`config.mk`:
```
export PLATFORM = sky130hd
export DESIGN_NAME = play_position_notify_matcher
export DESIGN_NICKNAME = d
export VERILOG_FILES = /design/src/ppnm_pkg.sv /design/src/play_position_notify_matcher.sv /design/src/ppnm_ram.sv
export SDC_FILE = /design/constraint.sdc
export NUM_CORES = 2
export LEC_CHECK = 0
export BUFFER_PORTS_ARGS = -buffer_cell sky130_fd_sc_hd__buf_2
export CORE_MARGIN = 10
export CORE_UTILIZATION = 55
export CTS_CLUSTER_SIZE = 14
export DETAILED_ROUTE_END_ITERATION = 8
export PLACE_DENSITY = 0.71
export SLEW_MARGIN = 40
export SYNTH_ARGS = -nofsm -noshare
export SYNTH_HDL_FRONTEND = slang
export SYNTH_HIERARCHICAL = 1
export SYNTH_SLANG_ARGS = --single-unit
export TNS_END_PERCENT = 50
```
`constraint.sdc`:
```
create_clock -name clk -period 13.6 [get_ports clk]
set_input_delay 1.36 -clock clk [delete_from_list [all_inputs] [get_ports clk]]
set_output_delay 1.36 -clock clk [all_outputs]
set_load 0.02 [all_outputs]
```
`src/ppnm_pkg.sv`:
```
// Shared constants, types and helpers for the play-position notify matcher.
package ppnm_pkg;

  localparam int TABLE_DEPTH = 64;
  localparam int OFFSET_BITS = 28;
  localparam int IDX_W       = $clog2(TABLE_DEPTH);
  localparam int CNT_W       = $clog2(TABLE_DEPTH + 1);
  localparam int END_W       = OFFSET_BITS + 1;
  localparam int ENTRY_W     = OFFSET_BITS + 1;
  localparam int DIV_CNT_W   = $clog2(END_W + 1);
  localparam int NOTIFY_W    = 7;
  localparam int CFG_W       = 28;
  localparam int CFG_IDX_W   = 1;

  localparam logic [CFG_IDX_W-1:0] REG_BUFFER_LENGTH = 1'd0;
  localparam logic [CFG_IDX_W-1:0] REG_NOTIFY_COUNT  = 1'd1;

  localparam logic REQ_WRITE = 1'b0;
  localparam logic REQ_CHECK = 1'b1;

  localparam logic [OFFSET_BITS-1:0] BUFFER_LENGTH_RESET = OFFSET_BITS'(65536);

  typedef enum logic [2:0] {
    ST_IDLE,
    ST_STOP_SCAN,
    ST_FIRST_SCAN,
    ST_SEARCH,
    ST_FWD_SCAN,
    ST_WRAP_SCAN,
    ST_FINISH
  } state_t;

  // Midpoint of a search window, rounded down
  function automatic logic [CNT_W-1:0] mid_of(input logic [CNT_W-1:0] lo,
                                              input logic [CNT_W-1:0] hi);
    logic [CNT_W:0] sum;
    sum = {1'b0, lo} + {1'b0, hi};
    return sum[CNT_W:1];
  endfunction

endpackage

```
`src/play_position_notify_matcher.sv`:
```
// Play-position notify matcher: entry table in RAM, span check sequencer.
//
// Usage: the input channel (in_valid/in_ready) carries write items and check
// items. A write item stores one table entry in the cycle it is accepted and
// gives no result. A check item returns one or more result items on the
// output channel (out_valid/out_ready), the final one with last set; a check
// that fires nothing returns one result with signalled low.
// The config port (cfg_wr_en, cfg_index, cfg_data) writes buffer_length and
// notify_count with no handshake; write it only while the block is idle.
// When stopped, a check fires the leading stop entries; otherwise it skips them
// and, unless every entry is a stop entry, a binary search (up to 7 steps for
// 64 entries) finds the first entry not below the position, and a forward scan
// fires entries below the span end. A wrapped span then fires entries from the
// front, and those reads wait for the bit-serial remainder unit. The single
// table read port sets the one-entry-per-cycle scan while the output does not
// stall and the remainder is not awaited.
// One item is in work at a time; the next item is accepted once the final
// result sits in the output register. A stalled receiver holds the output
// register and stalls the scan. Reset restores buffer_length to 65536 and
// notify_count to 0; the table is undefined until written.
module play_position_notify_matcher (
  input  logic                          clk,
  input  logic                          rst,
  input  logic                          cfg_wr_en,
  input  logic [ppnm_pkg::CFG_IDX_W-1:0] cfg_index,
  input  logic [ppnm_pkg::CFG_W-1:0]    cfg_data,
  input  logic                          in_valid,
  output logic                          in_ready,
  input  logic                          req_type,
  input  logic [ppnm_pkg::IDX_W-1:0]    entry_index,
  input  logic [ppnm_pkg::OFFSET_BITS-1:0] entry_offset,
  input  logic                          entry_is_stop,
  input  logic [ppnm_pkg::OFFSET_BITS-1:0] play_position,
  input  logic [ppnm_pkg::OFFSET_BITS-1:0] span_length,
  input  logic                          is_stopped,
  output logic                          out_valid,
  input  logic                          out_ready,
  output logic [ppnm_pkg::IDX_W-1:0]    event_index,
  output logic                          signalled,
  output logic                          last
);
  import ppnm_pkg::*;

  // Configuration registers
  logic [OFFSET_BITS-1:0] buf_len;
  logic [NOTIFY_W-1:0]    notify_count;

  // Sequencer state
  state_t         state, state_next;
  logic [CNT_W-1:0] idx;
  logic           rd_pend;
  logic [CNT_W-1:0] first;
  logic [CNT_W-1:0] lo, hi;
  logic [OFFSET_BITS-1:0] pos;
  logic [END_W-1:0] end_pos;

  // Pending result, held until the next one shows whether it is the last
  logic           pend_vld;
  logic [IDX_W-1:0] pend_idx;

  // Remainder unit
  logic [DIV_CNT_W-1:0]   div_cnt;
  logic [END_W-1:0]       div_num;
  logic [OFFSET_BITS-1:0] div_rem;
  logic [END_W-1:0]       div_trial;
  logic                   div_done;

  // Table memory
  logic               ram_we;
  logic               ram_re;
  logic [IDX_W-1:0]   ram_raddr;
  logic [ENTRY_W-1:0] ram_rdata;
  logic [OFFSET_BITS-1:0] rd_off;
  logic               rd_stop;

  // Step control
  logic in_acc;
  logic out_free;
  logic can_emit;
  logic emit_req;
  logic step_adv;
  logic step_end;
  logic cont;
  logic push_pend;
  logic push_final;
  logic [CNT_W-1:0] n_eff;
  logic [CNT_W-1:0] bound;
  logic [CNT_W-1:0] idx_inc;
  logic [CNT_W-1:0] lo_n, hi_n;
  logic below_pos, below_end, below_wend;
  logic wrap_need;

  ppnm_ram #(
    .WIDTH(ENTRY_W),
    .DEPTH(TABLE_DEPTH)
  ) u_table (
    .clk   (clk),
    .we    (ram_we),
    .waddr (entry_index),
    .wdata ({entry_is_stop, entry_offset}),
    .re    (ram_re),
    .raddr (ram_raddr),
    .rdata (ram_rdata)
  );

  assign in_ready = (state == ST_IDLE);
  assign in_acc   = in_valid && in_ready;
  assign ram_we   = in_acc && (req_type == REQ_WRITE);

  assign rd_off  = ram_rdata[OFFSET_BITS-1:0];
  assign rd_stop = ram_rdata[OFFSET_BITS];

  assign n_eff = (CNT_W'(notify_count) > CNT_W'(TABLE_DEPTH)) ? CNT_W'(TABLE_DEPTH)
                                                              : CNT_W'(notify_count);
  assign bound   = (state == ST_WRAP_SCAN) ? lo : n_eff;
  assign idx_inc = idx + CNT_W'(1);

  // Entry compares; a stop entry is never below any limit
  assign below_pos  = !rd_stop && (rd_off < pos);
  assign below_end  = !rd_stop && ({1'b0, rd_off} < end_pos);
  assign below_wend = !rd_stop && (rd_off < div_rem);
  assign wrap_need  = (buf_len != '0) && (end_pos > {1'b0, buf_len});

  // Search window after evaluating the entry read at idx
  assign lo_n = below_pos ? idx_inc : lo;
  assign hi_n = below_pos ? hi : idx;

  assign out_free = !out_valid || out_ready;
  assign can_emit = !pend_vld || out_free;

  // Remainder step
  assign div_trial = {div_rem, div_num[END_W-1]};
  assign div_done  = (div_cnt == '0);

  // Drive reads and decide each step
  always_comb begin
    ram_re    = 1'b0;
    ram_raddr = idx[IDX_W-1:0];
    emit_req  = 1'b0;
    step_adv  = 1'b0;
    step_end  = 1'b0;
    cont      = 1'b0;
    case (state)
      ST_STOP_SCAN, ST_FIRST_SCAN, ST_FWD_SCAN, ST_WRAP_SCAN: begin
        if (!rd_pend) begin
          if (idx >= bound) begin
            step_end = 1'b1;
          end else if (state != ST_WRAP_SCAN || div_done) begin
            ram_re = 1'b1;
          end
        end else begin
          case (state)
            ST_STOP_SCAN:  cont = rd_stop;
            ST_FIRST_SCAN: cont = rd_stop;
            ST_FWD_SCAN:   cont = below_end;
            default:       cont = below_wend;
          endcase
          if (cont) begin
            emit_req = (state != ST_FIRST_SCAN);
            if (!emit_req || can_emit) begin
              step_adv  = 1'b1;
              ram_re    = (idx_inc < bound);
              ram_raddr = idx_inc[IDX_W-1:0];
            end
          end else begin
            step_end = 1'b1;
          end
        end
      end
      ST_SEARCH: begin
        if (!rd_pend) begin
          if (lo < hi) begin
            ram_re    = 1'b1;
            ram_raddr = IDX_W'(mid_of(lo, hi));
          end else begin
            step_end = 1'b1;
          end
        end else if (lo_n < hi_n) begin
          ram_re    = 1'b1;
          ram_raddr = IDX_W'(mid_of(lo_n, hi_n));
        end else begin
          step_end = 1'b1;
        end
      end
      default: begin
      end
    endcase
  end

  assign push_pend  = emit_req && step_adv && pend_vld;
  assign push_final = (state == ST_FINISH) && out_free;

  // Next state
  always_comb begin
    state_next = state;
    case (state)
      ST_IDLE: begin
        if (in_acc && req_type == REQ_CHECK) begin
          state_next = is_stopped ? ST_STOP_SCAN : ST_FIRST_SCAN;
        end
      end
      ST_STOP_SCAN: begin
        if (step_end) state_next = ST_FINISH;
      end
      ST_FIRST_SCAN: begin
        if (step_end) state_next = rd_pend ? ST_SEARCH : ST_FINISH;
      end
      ST_SEARCH: begin
        if (step_end) state_next = ST_FWD_SCAN;
      end
      ST_FWD_SCAN: begin
        if (step_end) state_next = wrap_need ? ST_WRAP_SCAN : ST_FINISH;
      end
      ST_WRAP_SCAN: begin
        if (step_end) state_next = ST_FINISH;
      end
      ST_FINISH: begin
        if (out_free) state_next = ST_IDLE;
      end
      default: state_next = ST_IDLE;
    endcase
  end

  // Control registers
  always_ff @(posedge clk) begin
    if (rst) begin
      state        <= ST_IDLE;
      rd_pend      <= 1'b0;
      pend_vld     <= 1'b0;
      out_valid    <= 1'b0;
      div_cnt      <= '0;
      buf_len      <= BUFFER_LENGTH_RESET;
      notify_count <= '0;
    end else begin
      state <= state_next;

      // Config writes
      if (cfg_wr_en) begin
        case (cfg_index)
          REG_BUFFER_LENGTH: buf_len      <= cfg_data[OFFSET_BITS-1:0];
          REG_NOTIFY_COUNT:  notify_count <= cfg_data[NOTIFY_W-1:0];
          default: begin
          end
        endcase
      end

      // Track outstanding table read
      if (in_acc) begin
        rd_pend <= 1'b0;
      end else if (ram_re) begin
        rd_pend <= 1'b1;
      end else if (step_adv || step_end) begin
        rd_pend <= 1'b0;
      end

      // Pending result
      if (in_acc || push_final) begin
        pend_vld <= 1'b0;
      end else if (emit_req && step_adv) begin
        pend_vld <= 1'b1;
      end

      // Output register
      if (push_pend || push_final) begin
        out_valid <= 1'b1;
      end else if (out_ready) begin
        out_valid <= 1'b0;
      end

      // Remainder unit: one quotient bit a cycle
      if (in_acc && req_type == REQ_CHECK) begin
        div_cnt <= DIV_CNT_W'(END_W);
      end else if (!div_done) begin
        div_cnt <= div_cnt - DIV_CNT_W'(1);
      end
    end
  end

  // Datapath registers
  always_ff @(posedge clk) begin
    if (in_acc && req_type == REQ_CHECK) begin
      pos     <= play_position;
      end_pos <= {1'b0, play_position} + {1'b0, span_length};
      idx     <= '0;
      div_num <= {1'b0, play_position} + {1'b0, span_length};
      div_rem <= '0;
    end else begin
      if (!div_done) begin
        div_num <= {div_num[END_W-2:0], 1'b0};
        if (div_trial >= {1'b0, buf_len}) begin
          div_rem <= OFFSET_BITS'(div_trial - {1'b0, buf_len});
        end else begin
          div_rem <= div_trial[OFFSET_BITS-1:0];
        end
      end

      case (state)
        ST_SEARCH: begin
          if (rd_pend) begin
            lo <= lo_n;
            hi <= hi_n;
          end
          if (ram_re) begin
            idx <= CNT_W'(ram_raddr);
          end else if (step_end) begin
            idx <= rd_pend ? lo_n : lo;
          end
        end
        ST_FIRST_SCAN: begin
          if (step_adv) begin
            idx <= idx_inc;
          end else if (step_end && rd_pend) begin
            first <= idx;
            lo    <= idx;
            hi    <= n_eff;
          end
        end
        ST_FWD_SCAN: begin
          if (step_adv) begin
            idx <= idx_inc;
          end else if (step_end) begin
            idx <= first;
          end
        end
        ST_STOP_SCAN, ST_WRAP_SCAN: begin
          if (step_adv) begin
            idx <= idx_inc;
          end
        end
        default: begin
        end
      endcase
    end

    // Hold the newest fired entry
    if (emit_req && step_adv) begin
      pend_idx <= idx[IDX_W-1:0];
    end

    // Load output payload
    if (push_pend) begin
      event_index <= pend_idx;
      signalled   <= 1'b1;
      last        <= 1'b0;
    end else if (push_final) begin
      event_index <= pend_vld ? pend_idx : '0;
      signalled   <= pend_vld;
      last        <= 1'b1;
    end
  end

endmodule

```
`src/ppnm_ram.sv`:
```
// Generic single-port-write, registered-read RAM.
module ppnm_ram #(
  parameter int WIDTH = 8,
  parameter int DEPTH = 16
) (
  input  logic                     clk,
  input  logic                     we,
  input  logic [$clog2(DEPTH)-1:0] waddr,
  input  logic [WIDTH-1:0]         wdata,
  input  logic                     re,
  input  logic [$clog2(DEPTH)-1:0] raddr,
  output logic [WIDTH-1:0]         rdata
);

  logic [WIDTH-1:0] mem [DEPTH];

  // Write port
  always_ff @(posedge clk) begin
    if (we) begin
      mem[waddr] <= wdata;
    end
  end

  // Registered read; data holds when no read is issued
  always_ff @(posedge clk) begin
    if (re) begin
      rdata <= mem[raddr];
    end
  end

endmodule

```
==> impl_metrics.py <==
metrics = {
    "detailed_routing": {
        "detail-route-antenna-nets": 0,
        "drt_first_iter_violations": 6450,
        "wl_per_cell_um": 30.9,
        "via_count": 48700,
        "firstDrtPassIters": 6,
        "drc": 0,
        "wirelength_um": 232000,
        "viasPerCell": 6.50,
    },
    "clocking": {
        "clockBufferDepth": 3,
        "cts_tree": "yes",
        "clkLatencyLatePin_ps": 860,
        "cts_resized": 0,
        "cts.sinks": 2087,
        "clk_pin_slew_ps": 60,
        "cts_setup_buffers": 0,
        "cts_root_buf": "clkbuf_16",
        "holdBufCountCts": 0,
        "cts_inserted_buffers": 201,
        "cts_htree_levels": 4,
    },
    "floorplan": {
        "coreArea_mm2": 0.157,
        "num_rows": 145,
        "die_w_um": 418,
        "initial_core_util": 0.555,
        "die-height_um": 418,
        "ios": 137,
        "dieArea_mm2": 0.174,
    },
    "sta": {
        "tightest_slew_ps": 988,
        "hold_viol": 0,
        "skew_ps": 71.1,
        "timing.hold.ws_ps": 479,
        "fin_crit_ps": 9000,
        "rsz0062_at_grt": "no",
        "fin_crit_sh": 0.662,
        "fin_tns_setup_ps": 0,
        "slew_headroom": 0.323,
        "setup_viol": 0,
        "max_freq_mhz": 111,
        "final-max-slew-violation-count": 0,
    },
    "synthesis": {
        "async_reset_ff_frac": 0,
        "syn_inst": 4987,
        "synth.area.top_cells": "edfxtp_1, mux4_2, mux2i_1, ha_1, dfxtp_1",
        "synth_edf_count": 2004,
        "ys_ff_latch": 2087,
        "synth_top_area_share": 0.692,
        "yosys.cell_types.count": 87,
        "ys_top_cells_by_count": "edfxtp_1, mux4_2, mux2i_1",
        "yosys.area.top_type": "edfxtp_1",
        "yosysMostFrequentCell": "edfxtp_1",
        "yosysSeqAreaShare": 0.711,
        "syn_area_mm2": 0.0870,
        "ys_warn_count": 6,
        "synthFlopType": "edfxtp_1",
        "syn_avg_cell_area_um2": 17.4,
        "syn_nets": 5321,
    },
    "critical_path": {
        "crit_family": "simple AND/OR/NAND/NOR gates",
        "critPathKind": "reg -> reg",
        "endpoint_kind": "register",
        "cp-start-kind": "register",
        "cp_slowest_cell": "buf_4",
        "path_cells": "ha_1 > nand4_2 > nor4_2 > nand2_1 > nor3b_1 > nor2_1 > mux2_2 > ha_1 > nand2b_1 > a21oi_1 > o21a_1 > nor3_1 > o2111ai_1 > and3_1 > a2111oi_0 > a311o_1 > or2_4 > buf_4 > buf_4 > mux4_2 > mux2i_1 > o21ai_0 > and3_1",
        "critPathMaxFanout": 43,
        "reg2reg_slack_ps": 4600,
        "critPathArrivalTime_ps": 9560,
        "slowest_delay_ps": 650,
        "cp_num_buf_inv": 2,
        "required_ps": 14160,
    },
    "cells_and_area": {
        "drive_above_1_share": 0.201,
        "area.sequential_mm2": 0.0618,
        "final_net_count": 5593,
        "final_core_util": 0.630,
        "area_growth_pct": 13.5,
        "fillers": 10700,
        "stdcell_area_mm2": 0.0988,
        "multi_input_area_mm2": 0.0240,
        "fin_cells": 7495,
    },
    "power_and_ir_drop": {
        "irDropWorstVdd_mv": 0.263,
        "p_sw_w": 0.00672,
        "powerDensity_mw_per_mm2": 199,
        "combPwrFrac": 0.342,
        "power_frac_clock": 0.272,
        "internal_power_w": 0.0129,
        "leakage_nw": 32.2,
        "sequentialPowerShare": 0.387,
        "sw_frac_of_total": 0.342,
    },
    "hold_path": {
        "min_path_type": "reg -> reg",
    },
    "placed_design": {
        "place_congestion": 0.912,
        "port_buffers": 136,
        "dpl.cell_count": 7104,
        "post-dp-hpwl_um": 145000,
        "placed_cell_area_mm2": 0.0921,
    },
    "global_route": {
        "first_global_vias": 47600,
        "gr-total-overflow": 0,
        "antenna_found_initial": 19,
        "grt_first_pass_wirelength_um": 334000,
        "grt_use_total": 0.262,
        "grt_max_degree": 113,
    },
    "status": {
        "status": "finished, final reports clean",
    },
    "job": {
        "max-cap-violations": 0,
    },
}
## through the flow
step / power, W / setup slack [ps]
3_5_place_dp: 0.0143 / 4740
2_1_floorplan: 0.0121 / 7480
4_1_cts: 0.0196 / 4690
6_report: 0.0196 / 4600
3_3_place_gp: 0.0142 / 4510
5_1_grt: 0.0204 / 4410
## per-layer routing
layer	wire [µm]	GRT usage	part of all wire	up-vias
met2	108000	0.408	0.46	2776
met4	11400	0.112	0.049	12
met5	82	0	0.00035	-
li1	-	-	-	20600
met1	88900	0.362	0.38	24900
met3	23700	0.0532	0.10	489
## path summary, 6_finish.rpt
check | start | to | depth (start not counted)
setup / recovery | u_table/rdata[24]$_DFFE_PP_ | u_table/rdata[19]$_DFFE_PP_ | 23
hold / removal | signalled$_SDFFE_PP1P_ | signalled$_SDFFE_PP1P_ | 2
setup reg to reg | u_table/rdata[24]$_DFFE_PP_ | u_table/rdata[19]$_DFFE_PP_ | 23
hold reg to reg | signalled$_SDFFE_PP1P_ | signalled$_SDFFE_PP1P_ | 2
## layout by cell type (no fill, tap or decap), drive strengths merged, types with 40 or more instances in the layout
master | synthesis | final
edfxtp | 2004 | 2004
mux4 | 373 | 373
buf | 134 | 319
mux2i | 302 | 302
clkbuf | 117 | 260
nand2 | 230 | 230
ha | 203 | 203
nor2 | 198 | 198
a21oi | 195 | 195
o21ai | 161 | 161
inv | 158 | 160
a22oi | 109 | 109
clkinv | 3 | 101
dfxtp | 83 | 83
o22ai | 81 | 81
a31oi | 65 | 65
a21o | 61 | 61
nand3 | 43 | 43
and3 | 42 | 42
xnor2 | 40 | 40
## cell type report
| type | instances | area share |
|---|---|---|
| Sequential cell | 2087 | 0.626 |
| Multi-Input combinational cell | 2488 | 0.243 |
| Clock buffer | 259 | 0.0542 |
| Timing Repair Buffer | 320 | 0.0347 |
| Tap cell | 2058 | 0.0261 |
| Clock inverter | 110 | 0.00964 |
| Inverter | 161 | 0.00614 |
| Antenna cell | 12 | 0.000304 |
## state kept, by name, indices dropped and copies added, names as in the netlist, 7 cells and up
name and count:
buf_len 28, idx 7, notify_count 7, end_pos 29
div_rem 28, div_num 29, lo 7, u_table/mem 1856
hi 7, first 7, pos 28, u_table/rdata 29
## cells by family (layout without fill, tap and decap cells)
| logic type | after synthesis | in the layout | synth area share |
|---|---|---|---|
| multiplexers | 686 | 686 | 0.133 |
| flip-flops | 2087 | 2087 | 0.711 |
| AND/OR/NAND/NOR | 706 | 706 | 0.0385 |
| other | 0 | 12 | 0 |
| XOR/XNOR | 60 | 60 | 0.00604 |
| adder cells (fa/ha/maj) | 207 | 207 | 0.0301 |
| AO/OA/AOI/OAI | 829 | 829 | 0.0605 |
| buffers and inverters | 412 | 850 | 0.0210 |
## worst register-to-register path, stage by stage (launching register included)
cell and delay [ps]:
edfxtp_1 500, ha_1 350, nand4_2 120, nor4_2 340, nand2_1 180, nor3b_1 570
nor2_1 340, mux2_2 380, ha_1 350, nand2b_1 120, a21oi_1 60, o21a_1 180
nor3_1 340, o2111ai_1 250, and3_1 270, a2111oi_0 370, a311o_1 210, or2_4 580
buf_4 680, buf_4 700, mux4_2 430, mux2i_1 570, o21ai_0 480, and3_1 360
## power by group through the flow
stage	logic, W	registers [W]	clock network (W)
2_1_floorplan	0.00449	0.00760	0
3_3_place_gp	0.00649	0.00771	0
3_5_place_dp	0.00659	0.00772	0
4_1_cts	0.00662	0.00758	0.00540
5_1_grt	0.00712	0.00760	0.00566
6_report	0.00671	0.00759	0.00534
Power figures use the tool's default switching activity.
